==> src/rtl/ialu_pkg.sv <==
package ialu_pkg;

  localparam int DATA_W  = 32;
  localparam int FUNC_W  = 4;
  localparam int FLAGS_W = 12;

  typedef enum logic [FUNC_W-1:0] {
    FUNC_ADD  = 4'd0,
    FUNC_SUB  = 4'd1,
    FUNC_AND  = 4'd2,
    FUNC_XOR  = 4'd3,
    FUNC_CMP  = 4'd4,
    FUNC_TEST = 4'd5,
    FUNC_INC  = 4'd6,
    FUNC_DEC  = 4'd7,
    FUNC_SAR  = 4'd8
  } func_t;

  localparam int CF_BIT = 0;
  localparam int PF_BIT = 2;
  localparam int AF_BIT = 4;
  localparam int ZF_BIT = 6;
  localparam int SF_BIT = 7;
  localparam int OF_BIT = 11;

  localparam logic [FLAGS_W-1:0] FLAGS_RESET = 12'h246;
  localparam logic [DATA_W-1:0]  BYTE_MASK   = 32'h0000_00ff;
  localparam logic [DATA_W-1:0]  DWORD_SIGN  = 32'h8000_0000;

endpackage

==> src/rtl/ialu_in_if.sv <==
interface ialu_in_if;
  logic                           valid;
  logic                           ready;
  logic [ialu_pkg::FUNC_W-1:0]    func;
  logic                           is_dword;
  logic [ialu_pkg::DATA_W-1:0]    operand_a;
  logic [ialu_pkg::DATA_W-1:0]    operand_b;

  modport source(output valid, func, is_dword, operand_a, operand_b, input ready);
  modport sink(input valid, func, is_dword, operand_a, operand_b, output ready);
endinterface

==> src/rtl/ialu_out_if.sv <==
interface ialu_out_if;
  logic                           valid;
  logic                           ready;
  logic [ialu_pkg::DATA_W-1:0]    result;
  logic                           writes_back;
  logic [ialu_pkg::FLAGS_W-1:0]   flags;

  modport source(output valid, result, writes_back, flags, input ready);
  modport sink(input valid, result, writes_back, flags, output ready);
endinterface

==> src/rtl/ialu_core.sv <==
module ialu_core (
  input  logic [ialu_pkg::FUNC_W-1:0]  func,
  input  logic                         is_dword,
  input  logic [ialu_pkg::DATA_W-1:0]  operand_a,
  input  logic [ialu_pkg::DATA_W-1:0]  operand_b,
  input  logic [ialu_pkg::FLAGS_W-1:0] flags_in,
  output logic [ialu_pkg::DATA_W-1:0]  result,
  output logic                         writes_back,
  output logic [ialu_pkg::FLAGS_W-1:0] flags_out
);

  logic [ialu_pkg::DATA_W-1:0] wmask;
  logic [ialu_pkg::DATA_W-1:0] a;
  logic [ialu_pkg::DATA_W-1:0] b;
  logic [ialu_pkg::DATA_W-1:0] b_one;
  logic [ialu_pkg::DATA_W:0]   sum;
  logic [ialu_pkg::DATA_W:0]   diff;
  logic [ialu_pkg::DATA_W-1:0] sum_w;
  logic [ialu_pkg::DATA_W-1:0] diff_w;
  logic [ialu_pkg::DATA_W-1:0] ext;
  logic [ialu_pkg::DATA_W-1:0] sar_w;
  logic [4:0]                  cnt;
  logic [4:0]                  cnt_m1;
  logic                        sa, sb, sr;
  logic [ialu_pkg::DATA_W-1:0] r;
  logic                        use_one;

  assign wmask   = is_dword ? '1 : ialu_pkg::BYTE_MASK;
  assign a       = operand_a & wmask;
  assign b       = operand_b & wmask;
  assign use_one = (func == ialu_pkg::FUNC_INC) || (func == ialu_pkg::FUNC_DEC);
  assign b_one   = use_one ? ialu_pkg::DATA_W'(1) : b;

  // one adder and one subtractor shared by the arithmetic codes
  assign sum    = {1'b0, a} + {1'b0, b_one};
  assign diff   = {1'b0, a} - {1'b0, b_one};
  assign sum_w  = sum[ialu_pkg::DATA_W-1:0] & wmask;
  assign diff_w = diff[ialu_pkg::DATA_W-1:0] & wmask;

  // byte operands are sign extended so one arithmetic shifter serves both sizes
  assign ext    = is_dword ? a : {{(ialu_pkg::DATA_W-8){a[7]}}, a[7:0]};
  assign cnt    = operand_b[4:0];
  assign cnt_m1 = cnt - 5'd1;
  assign sar_w  = $unsigned($signed(ext) >>> cnt) & wmask;

  assign sa = is_dword ? a[ialu_pkg::DATA_W-1] : a[7];
  assign sb = is_dword ? b_one[ialu_pkg::DATA_W-1] : b_one[7];

  always_comb begin
    r           = a;
    writes_back = 1'b0;
    flags_out   = flags_in;
    sr          = 1'b0;
    case (ialu_pkg::func_t'(func))
      ialu_pkg::FUNC_ADD, ialu_pkg::FUNC_INC: begin
        r           = sum_w;
        sr          = is_dword ? r[ialu_pkg::DATA_W-1] : r[7];
        writes_back = 1'b1;
        if (func == ialu_pkg::FUNC_ADD) begin
          flags_out[ialu_pkg::CF_BIT] = is_dword ? sum[ialu_pkg::DATA_W] : sum[8];
        end
        flags_out[ialu_pkg::OF_BIT] = ~(sa ^ sb) & (sa ^ sr);
        flags_out[ialu_pkg::PF_BIT] = ~^r[7:0];
        flags_out[ialu_pkg::ZF_BIT] = (r == '0);
        flags_out[ialu_pkg::SF_BIT] = sr;
      end
      ialu_pkg::FUNC_SUB, ialu_pkg::FUNC_CMP, ialu_pkg::FUNC_DEC: begin
        r           = diff_w;
        sr          = is_dword ? r[ialu_pkg::DATA_W-1] : r[7];
        writes_back = (func != ialu_pkg::FUNC_CMP);
        // masked operands, so the top bit is the borrow at either size
        if (func != ialu_pkg::FUNC_DEC) begin
          flags_out[ialu_pkg::CF_BIT] = diff[ialu_pkg::DATA_W];
        end
        flags_out[ialu_pkg::OF_BIT] = (sa ^ sb) & (sa ^ sr);
        flags_out[ialu_pkg::PF_BIT] = ~^r[7:0];
        flags_out[ialu_pkg::ZF_BIT] = (r == '0);
        flags_out[ialu_pkg::SF_BIT] = sr;
      end
      ialu_pkg::FUNC_AND, ialu_pkg::FUNC_XOR, ialu_pkg::FUNC_TEST: begin
        r           = (func == ialu_pkg::FUNC_XOR) ? (a ^ b) : (a & b);
        sr          = is_dword ? r[ialu_pkg::DATA_W-1] : r[7];
        writes_back = (func != ialu_pkg::FUNC_TEST);
        flags_out[ialu_pkg::CF_BIT] = 1'b0;
        flags_out[ialu_pkg::OF_BIT] = 1'b0;
        flags_out[ialu_pkg::PF_BIT] = ~^r[7:0];
        flags_out[ialu_pkg::ZF_BIT] = (r == '0);
        flags_out[ialu_pkg::SF_BIT] = sr;
      end
      ialu_pkg::FUNC_SAR: begin
        writes_back = 1'b1;
        // zero count passes the operand through, flags untouched
        if (cnt != 5'd0) begin
          r = sar_w;
          flags_out[ialu_pkg::CF_BIT] = ext[cnt_m1];
          if (cnt == 5'd1) begin
            flags_out[ialu_pkg::OF_BIT] = 1'b0;
          end
        end
      end
      default: begin
        r           = a;
        writes_back = 1'b0;
      end
    endcase
    result = r;
  end

endmodule

==> src/rtl/integer_alu_with_status_flags_unit.sv <==
// Integer ALU with x86 status flags. One word is accepted per cycle on in_ch when nothing
// stalls, and its result appears on out_ch: the operation goes through an input register,
// then the add/subtract, logic and arithmetic-shift paths and the flag update settle
// combinationally into the result register. CF, PF, ZF, SF and
// OF live in a status register (0x246 after reset) that is updated as each word moves
// into the result register, so back-to-back words see the flags of the word before.
// AF and the unnamed status bits keep their reset values. A stall on out_ch holds the
// result and backs up into the input register before in_ch.ready drops.
module integer_alu_with_status_flags_unit (
  input  logic         clk,
  input  logic         rst_n,
  ialu_in_if.sink      in_ch,
  ialu_out_if.source   out_ch
);

  logic                         s1_valid_r;
  logic [ialu_pkg::FUNC_W-1:0]  s1_func_r;
  logic                         s1_is_dword_r;
  logic [ialu_pkg::DATA_W-1:0]  s1_a_r;
  logic [ialu_pkg::DATA_W-1:0]  s1_b_r;

  logic                         out_valid_r;
  logic [ialu_pkg::DATA_W-1:0]  out_result_r;
  logic                         out_wb_r;
  logic [ialu_pkg::FLAGS_W-1:0] flags_r;

  logic                         out_free;
  logic                         s1_adv;
  logic                         in_take;
  logic [ialu_pkg::DATA_W-1:0]  result_nxt;
  logic                         wb_nxt;
  logic [ialu_pkg::FLAGS_W-1:0] flags_nxt;

  assign out_free    = !out_valid_r || out_ch.ready;
  assign s1_adv      = s1_valid_r && out_free;
  assign in_ch.ready = !s1_valid_r || out_free;
  assign in_take     = in_ch.valid && in_ch.ready;

  ialu_core u_core (
    .func        (s1_func_r),
    .is_dword    (s1_is_dword_r),
    .operand_a   (s1_a_r),
    .operand_b   (s1_b_r),
    .flags_in    (flags_r),
    .result      (result_nxt),
    .writes_back (wb_nxt),
    .flags_out   (flags_nxt)
  );

  always_ff @(posedge clk) begin
    if (!rst_n) begin
      s1_valid_r <= 1'b0;
    end else if (in_ch.ready) begin
      s1_valid_r <= in_ch.valid;
    end
  end

  always_ff @(posedge clk) begin
    if (in_take) begin
      s1_func_r     <= in_ch.func;
      s1_is_dword_r <= in_ch.is_dword;
      s1_a_r        <= in_ch.operand_a;
      s1_b_r        <= in_ch.operand_b;
    end
  end

  always_ff @(posedge clk) begin
    if (!rst_n) begin
      out_valid_r <= 1'b0;
      flags_r     <= ialu_pkg::FLAGS_RESET;
    end else begin
      if (out_free) begin
        out_valid_r <= s1_valid_r;
      end
      if (s1_adv) begin
        flags_r <= flags_nxt;
      end
    end
  end

  always_ff @(posedge clk) begin
    if (s1_adv) begin
      out_result_r <= result_nxt;
      out_wb_r     <= wb_nxt;
    end
  end

  assign out_ch.valid       = out_valid_r;
  assign out_ch.result      = out_result_r;
  assign out_ch.writes_back = out_wb_r;
  assign out_ch.flags       = flags_r;

endmodule

==> src/flat_wrapper.sv <==
// flat-port wrapper written by rule: the top's interface ports become plain ports
module integer_alu_with_status_flags_unit_flat 
  (clk, rst_n, in_ch_valid, in_ch_func, in_ch_is_dword, in_ch_operand_a, in_ch_operand_b, in_ch_ready, out_ch_valid, out_ch_result, out_ch_writes_back, out_ch_flags, out_ch_ready);
  ialu_in_if in_ch_i ();
  ialu_out_if out_ch_i ();
  input  logic clk;
  input  logic rst_n;
  input wire logic [$bits(in_ch_i.valid)-1:0] in_ch_valid;
  input wire logic [$bits(in_ch_i.func)-1:0] in_ch_func;
  input wire logic [$bits(in_ch_i.is_dword)-1:0] in_ch_is_dword;
  input wire logic [$bits(in_ch_i.operand_a)-1:0] in_ch_operand_a;
  input wire logic [$bits(in_ch_i.operand_b)-1:0] in_ch_operand_b;
  output wire logic [$bits(in_ch_i.ready)-1:0] in_ch_ready;
  output wire logic [$bits(out_ch_i.valid)-1:0] out_ch_valid;
  output wire logic [$bits(out_ch_i.result)-1:0] out_ch_result;
  output wire logic [$bits(out_ch_i.writes_back)-1:0] out_ch_writes_back;
  output wire logic [$bits(out_ch_i.flags)-1:0] out_ch_flags;
  input wire logic [$bits(out_ch_i.ready)-1:0] out_ch_ready;
  assign in_ch_i.valid = in_ch_valid;
  assign in_ch_i.func = in_ch_func;
  assign in_ch_i.is_dword = in_ch_is_dword;
  assign in_ch_i.operand_a = in_ch_operand_a;
  assign in_ch_i.operand_b = in_ch_operand_b;
  assign in_ch_ready = in_ch_i.ready;
  assign out_ch_valid = out_ch_i.valid;
  assign out_ch_result = out_ch_i.result;
  assign out_ch_writes_back = out_ch_i.writes_back;
  assign out_ch_flags = out_ch_i.flags;
  assign out_ch_i.ready = out_ch_ready;
  integer_alu_with_status_flags_unit u_core (.clk(clk), .rst_n(rst_n), .in_ch(in_ch_i), .out_ch(out_ch_i));
endmodule
==> config.mk <==
export PLATFORM = sky130hd
export DESIGN_NAME = integer_alu_with_status_flags_unit_flat
export DESIGN_NICKNAME = d
export VERILOG_FILES = /design/src/rtl/ialu_pkg.sv /design/src/rtl/ialu_in_if.sv /design/src/rtl/ialu_out_if.sv /design/src/rtl/ialu_core.sv /design/src/rtl/integer_alu_with_status_flags_unit.sv /design/src/flat_wrapper.sv
export SDC_FILE = /design/constraint.sdc
export NUM_CORES = 1
export LEC_CHECK = 0
export BUFFER_PORTS_ARGS = -buffer_cell sky130_fd_sc_hd__buf_2
export CAP_MARGIN = 10
export CELL_PAD_IN_SITES_DETAIL_PLACEMENT = 1
export CELL_PAD_IN_SITES_GLOBAL_PLACEMENT = 2
export CORE_ASPECT_RATIO = 0.8
export CORE_UTILIZATION = 25
export CTS_BUF_LIST = sky130_fd_sc_hd__clkbuf_4
export DETAILED_ROUTE_END_ITERATION = 8
export HOLD_SLACK_MARGIN = 0.1
export MAX_ROUTING_LAYER = met4
export PLACE_DENSITY_LB_ADDON = 0.1
export SETUP_SLACK_MARGIN = 0.02
export SYNTH_ARGS = -nofsm -noshare
export SYNTH_HDL_FRONTEND = slang
export SYNTH_SLANG_ARGS = --single-unit
==> constraint.sdc <==
create_clock -name clk -period 10.2 [get_ports clk]
set_input_delay 2.04 -clock clk [delete_from_list [all_inputs] [get_ports clk]]
set_output_delay 2.04 -clock clk [all_outputs]
set_load 0.02 [all_outputs]
==> results_dict.tcl <==
set metrics [dict create \
    status "completed" \
    cp_cell_sequence "nand3b_1 > buf_4 > nand2_1 > ha_1 > o2111ai_1 > and2_1 > o21bai_1 > a21oi_1 > xnor2_1 > ha_1 > nand4_1 > or3_1 > nor4_1 > nand4b_1 > nor4_1 > nand4_1 > nor4b_1 > a41o_1" \
    port_buffers 112 \
    drtAntennaViolNets 0 \
    power_density_mw_per_mm2 113.6 \
    yosys_register_bits 109 \
    seqPwrFrac_pct 35.6 \
    worstSetupStartpoint "u_core.s1_func_r[3]$_DFFE_PP_" \
    reg2reg_from "u_core.s1_func_r[3]$_DFFE_PP_" \
    cp_max_fo 33 \
    leakage_nw 5.675 \
    synthToLayoutAreaGrowth_pct 10.50 \
    initial_core_util_pct 25.58 \
    initialDrtViolationCount 1095 \
    placementRows 72 \
    cp_num_cells 18 \
    synth_edf_count 102 \
    grt_max_degree 70 \
    ys_types 96 \
    switchingPower_mw 0.7032 \
    power.share.switching_pct 44.96 \
    cts_resized 0 \
    cts.htree.levels 3 \
    p_clk_share_pct 17.1 \
    finalCriticalPeriod_ns 5.807 \
    avgSynthCellArea_um2 8.584 \
    max_stage_delay_ns 0.88 \
    avgRoutedWirePerCell_um 27.15 \
    required_ns 10.77 \
    synth_area_mm2 0.01246 \
    routed_wirelength_um 59040 \
    start_kind "flip-flop" \
    slew_violations 0 \
    numCtsBuffers 9 \
    end_kind "flip-flop" \
    critPathBufInv 1 \
    fin_crit_sh_pct 56.93 \
    critPathTopFamily "simple AND/OR/NAND/NOR gates" \
    setup_viol 0 \
    timing.rr.end "u_core.out_ch.flags[6]$_SDFFE_PN1P_" \
    synth_seq_area_share_pct 25.70 \
    clock.fmax_ghz 0.1722 \
    numPlacedInstances 2157 \
    worstHoldPathCells 1 \
    postCtsHoldBufs 0 \
    cts.sinks 109 \
    hold_class "reg -> reg" \
    max_slew_margin_pct 22.18 \
    fin_tns_setup_ns 0 \
    postSynth.asyncResetShare_pct 0 \
    first_pass_iters 6 \
    ir_drop_uv 45.53 \
    cp_slowest_cell "edfxtp_1" \
    yosys_warnings 0 \
    cts_tree "yes" \
    grt_setup_unrepaired "no" \
    synthCells 1452 \
    vias 11860 \
    hold_viol_final 0 \
    clock_skew_ns 0.07389 \
    ff2ff_path_depth 18 \
    combPwrFrac_pct 47.3 \
    die_h_um 201.7 \
    grt_pass1_vias 11960 \
    clk_pin_slew_ns 0.21 \
    grt_overflow 0 \
    path_class "reg -> reg" \
    viasPerCell 5.454 \
    drive_gt1_share_pct 14.73 \
    cts-root-buf "clkbuf_4" \
    p_int_mw 0.8609 \
    ctsLongestPathBuffers 2 \
    grtUsageTotal_pct 23.92 \
    worstSkewPairLatency_ns 0.65 \
    place_hpwl_um 46430 \
    core_mm2 0.04874 \
    antenna_found_initial 1 \
    routed.top_layer "met4" \
    dr_wl_met3_um 3061 \
    grt_pass1_wl_um 85680 \
    wl_met2_um 24520 \
    die_area_mm2 0.05076 \
    drc 0 \
    cp-endpoint "u_core.out_ch.flags[6]$_SDFFE_PN1P_" \
    tightestPinTransition_ns 1.163 \
    post_cts_buffers 0 \
    reg2reg_slack_ns 4.39 \
    pin_count 120 \
    nets 1689 \
    gp_congestion 0.8719 \
    drt-met1-wl_um 30730 \
    drv_cap 0 \
    arrival_ns 6.37 \
    die_w_um 251.6 \
    synth_ff_type "edfxtp_1" \
    stdcell_count 2175 \
]
## logic make-up after synthesis
kind of cell             share of synthesized area [%]
AO/OA/AOI/OAI                                    24.66
XOR/XNOR                                         4.628
adder cells (fa/ha/maj)                          11.56
buffers and inverters                            5.842
flip-flops                                       25.70
multiplexers                                     10.16
other                                          0.06025
AND/OR/NAND/NOR                                  17.39
## cell type report
type | instances | area, um^2
antenna | 2 | 5.005
clock buffer | 9 | 67.56
clock inverter | 7 | 91.34
fill | 5788 | 34960
inverter | 72 | 270.3
multi-input combinational | 1177 | 8584
sequential | 109 | 3203
tap | 666 | 833.3
timing repair buffer | 133 | 718.2
## worst register-to-register path, cell delays in order, from the launching register on
cell,delay [ns]
edfxtp_1,0.88
nand3b_1,0.20
buf_4,0.49
nand2_1,0.17
ha_1,0.54
o2111ai_1,0.32
and2_1,0.29
o21bai_1,0.13
a21oi_1,0.10
xnor2_1,0.34
ha_1,0.21
nand4_1,0.15
or3_1,0.34
nor4_1,0.35
nand4b_1,0.15
nor4_1,0.44
nand4_1,0.17
nor4b_1,0.31
a41o_1,0.21
## power groups by stage
| stage | clock, mW | sequential [mW] | combinational, mW |
|---|---|---|---|
| floorplan | 0 | 0.561 | 0.478 |
| global route | 0.299 | 0.560 | 0.799 |
| detailed placement | 0 | 0.567 | 0.731 |
| CTS | 0.285 | 0.557 | 0.736 |
| finish | 0.268 | 0.556 | 0.739 |
| global placement | 0 | 0.567 | 0.734 |
## placed cells by master (no fill, tap or decap), drive strengths merged, types with 51 or more instances in the layout
master and count:
xnor2 51, nand2 134, o21ai 89, buf 133, inv 74, a21oi 101, mux2i 86, edfxtp 102
nor2 101, and2 61, ha 112
## state kept, by name (all words and copies together) (netlist names)
register and count:
u_core.out_ch.result 32, u_core.s1_a_r 32, u_core.s1_b_r 32, u_core.out_ch.flags 5, u_core.s1_func_r 4, u_core.out_ch.valid 1, u_core.out_ch.writes_back 1, u_core.s1_is_dword_r 1
u_core.s1_valid_r 1
## worst min-delay path by stage
stage / from / endpoint / slack [ns]
2_1_floorplan: u_core.s1_valid_r$_SDFFE_PN0N_ / u_core.out_ch.valid$_SDFFE_PN0P_ / 0.49
3_3_place_gp: u_core.s1_valid_r$_SDFFE_PN0N_ / u_core.out_ch.valid$_SDFFE_PN0P_ / 0.51
3_5_place_dp: u_core.s1_valid_r$_SDFFE_PN0N_ / u_core.out_ch.valid$_SDFFE_PN0P_ / 0.51
4_1_cts: u_core.s1_valid_r$_SDFFE_PN0N_ / u_core.out_ch.valid$_SDFFE_PN0P_ / 0.55
5_1_grt: u_core.s1_valid_r$_SDFFE_PN0N_ / u_core.out_ch.valid$_SDFFE_PN0P_ / 0.58
6_report: u_core.s1_valid_r$_SDFFE_PN0N_ / u_core.out_ch.valid$_SDFFE_PN0P_ / 0.55
## metal layers
layer / GRT usage, % / vias to the layer above
met4: 4.312 / 0
li1: - / 5549
met1: 35.64 / 5933
met5: - / -
met2: 33.55 / 342
met3: 3.920 / 38
## through the flow
| step | utilization, % | setup slack, ns | hold WS [ns] | power [mW] | cell area (um^2) |
|---|---|---|---|---|---|
| after global placement | 27.92 | 4.535 | 0.5076 | 1.302 | 13610 |
| final | 28.26 | 4.393 | 0.5534 | 1.564 | 13770 |
| after global routing | 28.26 | 3.950 | 0.5774 | 1.657 | 13770 |
| after CTS | 28.25 | 4.356 | 0.5546 | 1.578 | 13770 |
| after detailed placement | 27.92 | 4.391 | 0.5110 | 1.298 | 13610 |
| after floorplan | - | 5.637 | 0.4855 | 1.039 | 12480 |
## synthesized netlist by cell type, drive strengths merged (18+ instances only)
library cell,n,area (um^2)
nor2,101,381.6
a21o,25,187.7
nor3,26,130.1
nand2b,18,112.6
and2,61,381.6
nand2,134,505.5
inv,71,266.5
o221ai,18,157.7
ha,112,1401
mux2,18,202.7
o21ai,89,449.2
buf,42,244.0
mux2i,86,860.8
a211oi,34,260.3
edfxtp,102,3063
xnor2,51,454.2
a21oi,101,505.5
clkbuf,57,214.0
Power figures use the tool's default switching activity.
